[src/rtl/tasc_pkg.sv]
// ----------------------------------------------------------------------------
// Two-axis servo controller package
// Shared widths, limits, codes, per-axis bundles and helper functions.
// ----------------------------------------------------------------------------
package tasc_pkg;

	localparam int ANGLE_W  = 18;
	localparam int VALUE_W  = 21;
	localparam int TIME_W   = 32;
	localparam int HOLD_W   = 16;
	localparam int PERIOD_W = 10;
	localparam int CFG_W    = 16;
	localparam int CFG_IDX_W = 2;
	localparam int SLEW_W   = 15;

	localparam int ANGLE_LIMIT = 90000;
	localparam int VEL_LIMIT   = 1000000;
	localparam int SLEW_PER_MS = 30;
	localparam int SNAP_MDEG   = 10;
	localparam int MAX_DT_MS   = 1000;
	localparam logic [PERIOD_W-1:0] FALLBACK_DT_MS = PERIOD_W'(10);

	// velocity * dt product and the divide-by-1000 reciprocal
	localparam int PROD_W      = 31;
	localparam int MAG_W       = PROD_W - 1;
	localparam int RECIP_W     = 31;
	localparam int RECIP_SHIFT = 40;
	localparam int QUOT_W      = MAG_W + RECIP_W;
	localparam int STEP_W      = QUOT_W - RECIP_SHIFT;
	localparam logic [RECIP_W-1:0] RECIP_1000 = RECIP_W'(64'd1099511628);

	localparam logic [CFG_W-1:0] SILENT_RESET = 16'd100;
	localparam logic [CFG_W-1:0] SLEEP_RESET = 16'd5000;
	localparam logic [PERIOD_W-1:0] PERIOD_RESET = 10'd10;

	localparam logic [CFG_IDX_W-1:0] CFG_SILENT = 2'd0;
	localparam logic [CFG_IDX_W-1:0] CFG_SLEEP  = 2'd1;
	localparam logic [CFG_IDX_W-1:0] CFG_PERIOD = 2'd2;

	typedef enum logic [1:0] {
		CMD_TICK           = 2'd0,
		CMD_SET_ANGLES     = 2'd1,
		CMD_SET_VELOCITIES = 2'd2
	} cmd_t;

	typedef enum logic [1:0] {
		MODE_IDLE     = 2'd0,
		MODE_TARGET   = 2'd1,
		MODE_VELOCITY = 2'd2
	} mode_t;

	typedef logic signed [ANGLE_W-1:0] angle_t;
	typedef logic signed [VALUE_W-1:0] value_t;
	typedef logic [TIME_W-1:0]         stamp_t;

	// per-axis operation decoded from one transaction
	typedef struct packed {
		logic   tick;
		logic   cancel_vel;
		logic   set_angle;
		logic   set_vel;
		value_t value;
	} axis_op_t;

	// shared timing and configuration seen by both axes
	typedef struct packed {
		stamp_t                clock_now;
		stamp_t                clock_tick;
		stamp_t                deadline_new;
		logic                  silent_zero;
		logic [CFG_W-1:0]      sleep_lim;
		logic [SLEW_W-1:0]     slew_lim;
		logic [PERIOD_W-1:0]   dt_next;
	} axis_env_t;

	typedef struct packed {
		angle_t angle;
		logic   attached;
		logic   write;
		logic   detach;
	} axis_res_t;

	// motion step period: out-of-range periods fall back to 10 ms
	function automatic logic [PERIOD_W-1:0] dt_of(input logic [PERIOD_W-1:0] period);
		logic [PERIOD_W-1:0] dt;
		dt = period;
		if (period == '0 || int'(period) > MAX_DT_MS) begin
			dt = FALLBACK_DT_MS;
		end
		return dt;
	endfunction

	function automatic logic [SLEW_W-1:0] slew_of(input logic [PERIOD_W-1:0] dt);
		logic [SLEW_W-1:0] lim;
		lim = SLEW_W'(dt) * SLEW_W'(SLEW_PER_MS);
		return lim;
	endfunction

endpackage

[src/rtl/tasc_axis.sv]
// ----------------------------------------------------------------------------
// Servo axis
// State of one axis and its next-state logic for tick, set-angle and
// set-velocity transactions.
// ----------------------------------------------------------------------------
module tasc_axis (
	input  logic                clk,
	input  logic                arst_n,
	input  logic                advance,
	input  tasc_pkg::axis_op_t  op,
	input  tasc_pkg::axis_env_t env,
	output tasc_pkg::axis_res_t res
);
	import tasc_pkg::*;

	angle_t                    angle_q, target_q;
	value_t                    vel_q;
	stamp_t                    deadline_q, last_q;
	logic                      att_q;
	mode_t                     mode_q;
	logic signed [PROD_W-1:0]  prod_q;

	angle_t                    n_angle, n_target;
	value_t                    n_vel, vel_src;
	stamp_t                    n_deadline, n_last;
	logic                      n_att, wr, det;
	mode_t                     n_mode;
	logic signed [PROD_W-1:0]  prod_d;

	logic [MAG_W-1:0]          prod_mag;
	logic [QUOT_W-1:0]         quot_full;
	logic signed [STEP_W:0]    step_s, step;
	logic signed [STEP_W+1:0]  sum;
	angle_t                    vel_next;
	stamp_t                    expire_diff, idle_time;
	logic signed [ANGLE_W:0]   diff, diff_snap;
	logic [ANGLE_W:0]          ad, ad_snap;
	angle_t                    slew_next;

	// velocity step: prod_q holds velocity * dt, divide by 1000 toward zero
	assign prod_mag  = MAG_W'(prod_q[PROD_W-1] ? -prod_q : prod_q);
	assign quot_full = QUOT_W'(prod_mag) * QUOT_W'(RECIP_1000);
	assign step_s    = {1'b0, quot_full[RECIP_SHIFT +: STEP_W]};
	assign step      = prod_q[PROD_W-1] ? -step_s : step_s;
	assign sum       = (STEP_W+2)'(angle_q) + (STEP_W+2)'(step);

	always_comb begin
		if (sum < -ANGLE_LIMIT) begin
			vel_next = ANGLE_W'(-ANGLE_LIMIT);
		end else if (sum > ANGLE_LIMIT) begin
			vel_next = ANGLE_W'(ANGLE_LIMIT);
		end else begin
			vel_next = ANGLE_W'(sum);
		end
	end

	// slew toward target, limited per tick unless motion is instant
	assign diff = (ANGLE_W+1)'(target_q) - (ANGLE_W+1)'(angle_q);
	assign ad   = (ANGLE_W+1)'(diff[ANGLE_W] ? -diff : diff);

	always_comb begin
		slew_next = target_q;
		if (!env.silent_zero && ad > (ANGLE_W+1)'(env.slew_lim)) begin
			if (diff[ANGLE_W]) begin
				slew_next = ANGLE_W'(angle_q - ANGLE_W'(env.slew_lim));
			end else begin
				slew_next = ANGLE_W'(angle_q + ANGLE_W'(env.slew_lim));
			end
		end
	end

	assign diff_snap   = (ANGLE_W+1)'(target_q) - (ANGLE_W+1)'(slew_next);
	assign ad_snap     = (ANGLE_W+1)'(diff_snap[ANGLE_W] ? -diff_snap : diff_snap);
	assign expire_diff = env.clock_tick - deadline_q;

	always_comb begin
		n_angle    = angle_q;
		n_target   = target_q;
		n_vel      = vel_q;
		n_deadline = deadline_q;
		n_last     = last_q;
		n_att      = att_q;
		n_mode     = mode_q;
		wr         = 1'b0;
		det        = 1'b0;
		idle_time  = env.clock_tick - last_q;
		if (op.tick) begin
			unique case (mode_q)
				MODE_VELOCITY: begin
					if (!expire_diff[TIME_W-1]) begin
						n_mode = MODE_IDLE;
						n_vel  = '0;
					end else if (vel_next != angle_q) begin
						n_angle  = vel_next;
						n_target = vel_next;
						n_att    = 1'b1;
						n_last   = env.clock_tick;
						wr       = 1'b1;
					end
				end
				MODE_TARGET: begin
					if (slew_next != angle_q) begin
						n_angle = slew_next;
						n_att   = 1'b1;
						n_last  = env.clock_tick;
						wr      = 1'b1;
					end
					if (ad_snap < (ANGLE_W+1)'(SNAP_MDEG)) begin
						n_angle = target_q;
						n_mode  = MODE_IDLE;
					end
				end
				default: begin
				end
			endcase
			idle_time = env.clock_tick - n_last;
			if (n_att && env.sleep_lim != '0 && n_mode == MODE_IDLE &&
					idle_time >= TIME_W'(env.sleep_lim)) begin
				n_att = 1'b0;
				det   = 1'b1;
			end
		end else if (op.cancel_vel) begin
			if (mode_q != MODE_TARGET) begin
				n_mode = MODE_IDLE;
			end
			n_vel      = '0;
			n_deadline = '0;
			if (op.set_angle) begin
				n_att    = 1'b1;
				n_last   = env.clock_now;
				n_target = ANGLE_W'(op.value);
				if (env.silent_zero) begin
					n_angle = ANGLE_W'(op.value);
					n_mode  = MODE_IDLE;
					wr      = 1'b1;
				end else begin
					n_mode = MODE_TARGET;
				end
			end
		end else if (op.set_vel) begin
			n_att      = 1'b1;
			n_last     = env.clock_now;
			n_vel      = op.value;
			n_deadline = env.deadline_new;
			n_mode     = (op.value == '0) ? MODE_IDLE : MODE_VELOCITY;
		end
	end

	// keep velocity * dt ready for the next tick
	assign vel_src = advance ? n_vel : vel_q;
	assign prod_d  = PROD_W'(vel_src) * PROD_W'($signed({1'b0, env.dt_next}));

	always_ff @(posedge clk or negedge arst_n) begin
		if (!arst_n) begin
			angle_q    <= '0;
			target_q   <= '0;
			vel_q      <= '0;
			deadline_q <= '0;
			last_q     <= '0;
			att_q      <= 1'b1;
			mode_q     <= MODE_IDLE;
			prod_q     <= '0;
		end else begin
			prod_q <= prod_d;
			if (advance) begin
				angle_q    <= n_angle;
				target_q   <= n_target;
				vel_q      <= n_vel;
				deadline_q <= n_deadline;
				last_q     <= n_last;
				att_q      <= n_att;
				mode_q     <= n_mode;
			end
		end
	end

	assign res.angle    = n_angle;
	assign res.attached = n_att;
	assign res.write    = wr;
	assign res.detach   = det;

endmodule

[config.mk]
export PLATFORM = sky130hd
export DESIGN_NAME = tasc_axis
export DESIGN_NICKNAME = d
export VERILOG_FILES = /design/src/rtl/tasc_pkg.sv /design/src/rtl/tasc_axis.sv
export SDC_FILE = /design/constraint.sdc
export NUM_CORES = 2
export LEC_CHECK = 0
export ABC_AREA = 1
export BUFFER_PORTS_ARGS = -buffer_cell sky130_fd_sc_hd__clkbuf_2
export CORE_ASPECT_RATIO = 1.1
export CORE_MARGIN = 1
export CORE_UTILIZATION = 50
export DETAILED_ROUTE_END_ITERATION = 8
export MAX_ROUTING_LAYER = met4
export PLACE_DENSITY_LB_ADDON = 0.1
export SLEW_MARGIN = 40
export SYNTH_ARGS = -nofsm -noshare
export SYNTH_HDL_FRONTEND = slang
export SYNTH_SLANG_ARGS = --single-unit
[constraint.sdc]
create_clock -name clk -period 14.4 [get_ports clk]
set_clock_uncertainty 0.2 [all_clocks]
set_input_delay 0 -clock clk [delete_from_list [all_inputs] [get_ports clk]]
set_output_delay 0 -clock clk [all_outputs]
set_load 0.05 [all_outputs]
# ---- Word level (Yosys, flattened, before mapping)
# Cells that the tools add are included.
# W data, S select, Z words.
dict set report word_totals {
  wordCells 124
  register_bits 155
  in_bits 166
  output_inout_bits 21
}
dict set report op_classes {
  mul 2
  n_eq_ne 10
  reduce_logical 16
  n_addsub 11
  mux 71
  bitwise_logic 1
  order_cmp 5
}
# operator n
set ops {}
lappend ops {{$mux W18} 18}
lappend ops {{$mux W32} 10}
lappend ops {{$mux W21} 6}
lappend ops {{$pmux W32 S2} 1}
lappend ops {{$sub A32 B32 Y32} 2}
lappend ops {{$mul A30 B29 Y59 const B} 1}
lappend ops {{$mux W19} 2}
lappend ops {{$neg A19 Y19} 2}
lappend ops {{$sub A18 B18 Y19} 2}
lappend ops {{$ne A18 B18 Y1} 2}
lappend ops {{$pmux W18 S2} 1}
lappend ops {{$ge A32 B16 Y1} 1}
lappend ops {{$mul A21 B11 Y31} 1}
lappend ops {{$mux W30} 1}
lappend ops {{$neg A30 Y30} 1}
lappend ops {{$add A18 B22 Y23} 1}
lappend ops {{$gt A23 B18 Y1 const B} 1}
lappend ops {{$lt A23 B18 Y1 const B} 1}
lappend ops {{$mux W22} 1}
lappend ops {{$neg A21 Y22} 1}
lappend ops {{$logic_not A21 Y1} 1}
lappend ops {{$gt A19 B15 Y1} 1}
lappend ops {{$lt A19 B4 Y1 const B} 1}
lappend ops {{$mux W1} 19}
lappend ops {{other kinds (19)} 38}

# ---- Logic depth before layout (Yosys ltp)
dict set report depth {
  word_depth 19
  mapped_depth 109
  ltp_nobuf 106
}

# ---- Worst setup path after synthesis
# Ideal clock, no wire load.
dict set report synth_timing {
  path_kind {reg2out}
  from {register prod_q[0]}
  to {output port res[2] (netlist bit)}
  path_slack_ns -1.097
  path_stages_with_launch 103
  path_buffers 4
  required_time_ns 14.200
  arrival_ns 15.297
  path_cell_list {dfrtp_1 nor3_1 nor3b_1 inv_1 nor3_1 nand2_1 nor3_1 nand3_1 nor3_1 inv_1 nor3_1 nand2_1 nand2_1 xor2_1 ha_1 fa_1 fa_1 inv_1 [... 67 more ...] nand3_2 nand2_2 xnor2_1 ha_1 a21oi_1 o221ai_1 a21oi_1 o21ai_0 a21oi_1 nand2_1 nor2_1 nand2_1 nor2_1 nand3_1 nand2_1 inv_1 nor2_2 buf_4}
}
dict set report synth_via {
  elab_chain_cells 19
  word_cells_on_any_way 26
}
# element line_no
set synth_rtl {}
lappend synth_rtl {{from (decl)} tasc_axis.sv:21} ;# logic signed [PROD_W-1:0] prod_q;
lappend synth_rtl {{from (signal assigned)} tasc_axis.sv:164} ;# prod_q <= prod_d;
lappend synth_rtl {{$neg A30 Y30} tasc_axis.sv:41} ;# assign prod_mag = MAG_W'(prod_q[PROD_W-1] ? -prod_q : prod_q);
lappend synth_rtl {{$mux W30 *} tasc_axis.sv:41}
lappend synth_rtl {{$mul A30 B29 Y59 *} tasc_axis.sv:42} ;# assign quot_full = QUOT_W'(prod_mag) * QUOT_W'(RECIP_1000);
lappend synth_rtl {{$neg A21 Y22} tasc_axis.sv:44} ;# assign step = prod_q[PROD_W-1] ? -step_s : step_s;
lappend synth_rtl {{$mux W22 *} tasc_axis.sv:44}
lappend synth_rtl {{$add A18 B22 Y23 *} tasc_axis.sv:45} ;# assign sum = (STEP_W+2)'(angle_q) + (STEP_W+2)'(step);
lappend synth_rtl {{$gt A23 B18 Y1} tasc_axis.sv:50} ;# end else if (sum > ANGLE_LIMIT) begin
lappend synth_rtl {{$mux W18} tasc_axis.sv:50}
lappend synth_rtl {{[... 3 more ...]} -}
lappend synth_rtl {{$mux W32 / $mux W1 (equally long branches)} tasc_axis.sv:90} ;# if (!expire_diff[TIME_W-1]) begin
lappend synth_rtl {{$pmux W32 S2 / $pmux W1 S2 (equally long branches)} tasc_axis.sv:88} ;# unique case (mode_q)
lappend synth_rtl {{$mux W32 / $mux W1 (equally long branches)} tasc_axis.sv:87} ;# if (op.tick) begin
lappend synth_rtl {{$sub A32 B32 Y32 / $logic_and A1 B1 Y1 (equally long branches)} {tasc_axis.sv:116, tasc_axis.sv:117}}
lappend synth_rtl {{$ge A32 B16 Y1 / $logic_and A1 B1 Y1 (equally long branches)} {tasc_axis.sv:118, tasc_axis.sv:117}}
lappend synth_rtl {{$logic_and A1 B1 Y1} tasc_axis.sv:117} ;# if (n_att && env.sleep_lim != '0 && n_mode == MODE_IDLE &&
lappend synth_rtl {{$mux W1 *} tasc_axis.sv:117}
lappend synth_rtl {{$mux W1 *} tasc_axis.sv:87}
lappend synth_rtl {{to (decl)} tasc_axis.sv:12} ;# output tasc_pkg::axis_res_t res
# Mark *: on every way between the ends. The rest lies on a longest branch, timed or not. The select of a mux whose other input is x is not followed.

==> results.sh <==
export IMPL_status="complete, but fails checks"
export IMPL_failed_checks="setup timing"
export IMPL_cts_buffers=17
export IMPL_drive_gt1_share_pct=20.1
export IMPL_critPathArrivalTime_ns=15.72
export IMPL_vias=38700
export IMPL_port_buffers=186
export IMPL_grt_pass1_wl_um=207000
export IMPL_ys_ff_latch=155
export IMPL_hold_depth=6
export IMPL_layout_setup_ws_ns=-1.52
export IMPL_crit_path_end_kind="output pin"
export IMPL_startpoint_type="flip-flop"
export IMPL_path_max_fanout=6
export IMPL_cp_required_ns=14.20
export IMPL_io_pins=187
export IMPL_setup_viol=3
export IMPL_syn_avg_cell_area_um2=7.37
export IMPL_criticalPathCategory="reg -> out"
export IMPL_initial_utilization_pct=50.6
export IMPL_crit_top_cell="nand2_2"
export IMPL_hold_class="in -> reg"
export IMPL_dieArea_um2=81300
export IMPL_cp_slowest_stage_delay_ns=0.54
export IMPL_fin_hold_ws_ns=0.0187
export IMPL_wl_um=134000
export IMPL_hold_path_end="last_q[6]$_DFFE_PN0P_"
export IMPL_fp_row_count=108
export IMPL_cts_tree="done"
export IMPL_dr_pass1_iters=6
export IMPL_yosys_top_cells_area="fa_1, ha_1, nand2_1"
export IMPL_die_h_um=299
export IMPL_place_area_um2=46700
export IMPL_nNetsFinal=7535
export IMPL_detailed_place_hpwl_um=113000
export IMPL_grt_pass1_vias=38300
export IMPL_min_from="env[80]"
export IMPL_slowest_stage="fa_1"
export IMPL_clk_pin_slew_worst_paths_ns=0.06
export IMPL_final_cell_mix="inv_1, nand2_1, buf_4"
export IMPL_synth_top_area_cell="fa_1"
export IMPL_area_delta_synth_final_pct=25.5
export IMPL_reg2reg_setup_slack_ns=-1.06
export IMPL_gp_congestion=0.986
export IMPL_post_drt_wl_per_cell_um=18.2
export IMPL_fin_crit_sh_pct=111
export IMPL_fin_area_um2=50300
export IMPL_overflow=0
export IMPL_drv_cap=0
export IMPL_cts_root_buf="clkbuf_16"
export IMPL_clk_latency_ns=0.47
export IMPL_clock_sinks=155
export IMPL_layout_commonest_cell="inv_1"
export IMPL_yosysSeqAreaShare_pct=9.68
export IMPL_viasPerCell=5.26
export IMPL_timing_final_crit_period_ns=15.92
export IMPL_core_um2=79200
export IMPL_die_width_um=272
export IMPL_slew_violations=0
export IMPL_rsz0062_at_grt="true"
export IMPL_worstMarginPinSlew_ns=0.878
export IMPL_hold_violations=0
export IMPL_slew_headroom_pct=41.4
export IMPL_seqCellArea_um2=3880
export IMPL_timing_rr_start="prod_q[0]$_DFF_PN0_"
export IMPL_synth_cell_area_um2=40100
export IMPL_clockBufferDepth=2
export IMPL_synth_warnings=0
export IMPL_synth_cells=5437
export IMPL_fmax_ghz=0.0628
export IMPL_detail_route_antenna_nets=0
export IMPL_syn_num_nets=6671
export IMPL_grt_max_degree=82
export IMPL_track_usage_pct=33.7
export IMPL_cts_max_level=4
export IMPL_antenna_found_initial=5
export IMPL_multi_input_area_um2=33100
export IMPL_reg2reg_depth=102
export IMPL_fillers=7240
export IMPL_rr_endpoint="att_q$_DFFE_PN1P_"
export IMPL_drtIter0Drc=2675
export IMPL_synth_cell_types=62
export IMPL_yosys_area_top_type_share_pct=23.1
export IMPL_drc_errors=0
-- how the worst max path moves through the flow --
| stage | startpoint | endpoint | slack [ns] |
|---|---|---|---|
| after floorplan | prod_q[0]$_DFF_PN0_ | res[2] | -0.18 |
| after global placement | prod_q[1]$_DFF_PN0_ | res[2] | -1.41 |
| after detailed placement | prod_q[1]$_DFF_PN0_ | res[2] | -1.71 |
| after CTS | prod_q[2]$_DFF_PN0_ | res[2] | -1.62 |
| after global routing | prod_q[0]$_DFF_PN0_ | res[2] | -2.50 |
| final | prod_q[0]$_DFF_PN0_ | res[2] | -1.52 |
-- layer usage --
metal	wire, um	GRT usage (%)	vias up
met5	0	-	-
met4	4800	10.7	0
met3	6220	2.46	243
met2	66400	57.5	1079
met1	56900	42.3	18500
li1	-	-	18900
-- critical path: cells and delay by family, from the launching register on --
| kind | cells | cell delay (ns) |
|---|---|---|
| AOI/OAI and AO/OA | 14 | 2.04 |
| xor gates and xnor gates | 3 | 0.57 |
| adders and majority gates | 14 | 4.87 |
| buffers and inverters | 18 | 1.79 |
| DFF | 1 | 0.42 |
| and+or+nand+nor | 53 | 5.54 |
-- repair_timing --
item                                   4_1_cts  5_1_grt
resized for setup                           77      212
buffers inserted                            14       35
pin swaps                                   37      137
setup endpoints to repair                    3       19
cloned                                       1        4
endpoints found under the hold margin      189        0
hold buffers                               117        0
-- metrics by stage --
stage                     cells  utilization [%]  setup slack [ns]  setup TNS [ns]
final                      7362             63.5             -1.52           -4.02
after global routing       7362             63.5             -2.50           -7.67
after global placement     7157             59.0             -1.41           -4.11
after CTS                  7321             61.8             -1.62           -4.28
after floorplan            5437                -            -0.176          -0.313
after detailed placement   7157             59.0             -1.71           -4.98
-- cells in the mapped netlist (all sizes together) --
library cell,count
o22ai,5
o21bai,8
or2,12
nor4,15
ha,605
a21oi,287
o211a,1
a221oi,1
a211o,1
and2,5
nor3,58
dfrtp,154
o311ai,1
nand3,243
xnor2,50
o221ai,3
a31oi,36
nor4b,1
or4,1
a22oi,27
o31ai,9
dfstp,1
a2111oi,1
clkbuf,68
a211oi,10
o2111ai,2
clkinv,7
xor2,144
o21ai,262
o211ai,21
o21a,5
nor3b,1
fa,463
a21boi,10
or3,2
o2bb2ai,17
and3,3
nand4,63
nand2,1182
nor2,449
buf,31
a21o,12
nand3b,24
o41ai,2
inv,1134
-- sequential cells by signal, indices dropped and copies added (netlist names) --
signal	count
att_q	1
mode_q	2
prod_q	31
deadline_q	32
target_q	18
angle_q	18
vel_q	21
last_q	32
-- final cells by class --
type                    instances  share of cell area, %
inverters                    1141                   8.53
well taps                    1045                   2.60
diodes                          3                 0.0149
repair buffers                944                   14.2
flip-flops and latches        155                   7.72
clock buffers                  22                  0.923
multi-input cells            4042                   65.8
clock inverters                10                  0.234
-- kinds of logic (layout without fill, tap and decap cells) --
family	after synthesis	after routing	synth area share, %
AO/OA/AOI/OAI	721	721	10.1
XOR/XNOR	194	194	4.24
adder cells (fa/ha/maj)	1068	1068	42.0
buffers and inverters	1240	2117	11.9
flip-flops	155	155	9.68
other	0	3	0
AND/OR/NAND/NOR	2059	2059	22.1
Power is not shown: default switching activity piles up to over one toggle a cycle in this logic, so the estimate is an artifact.
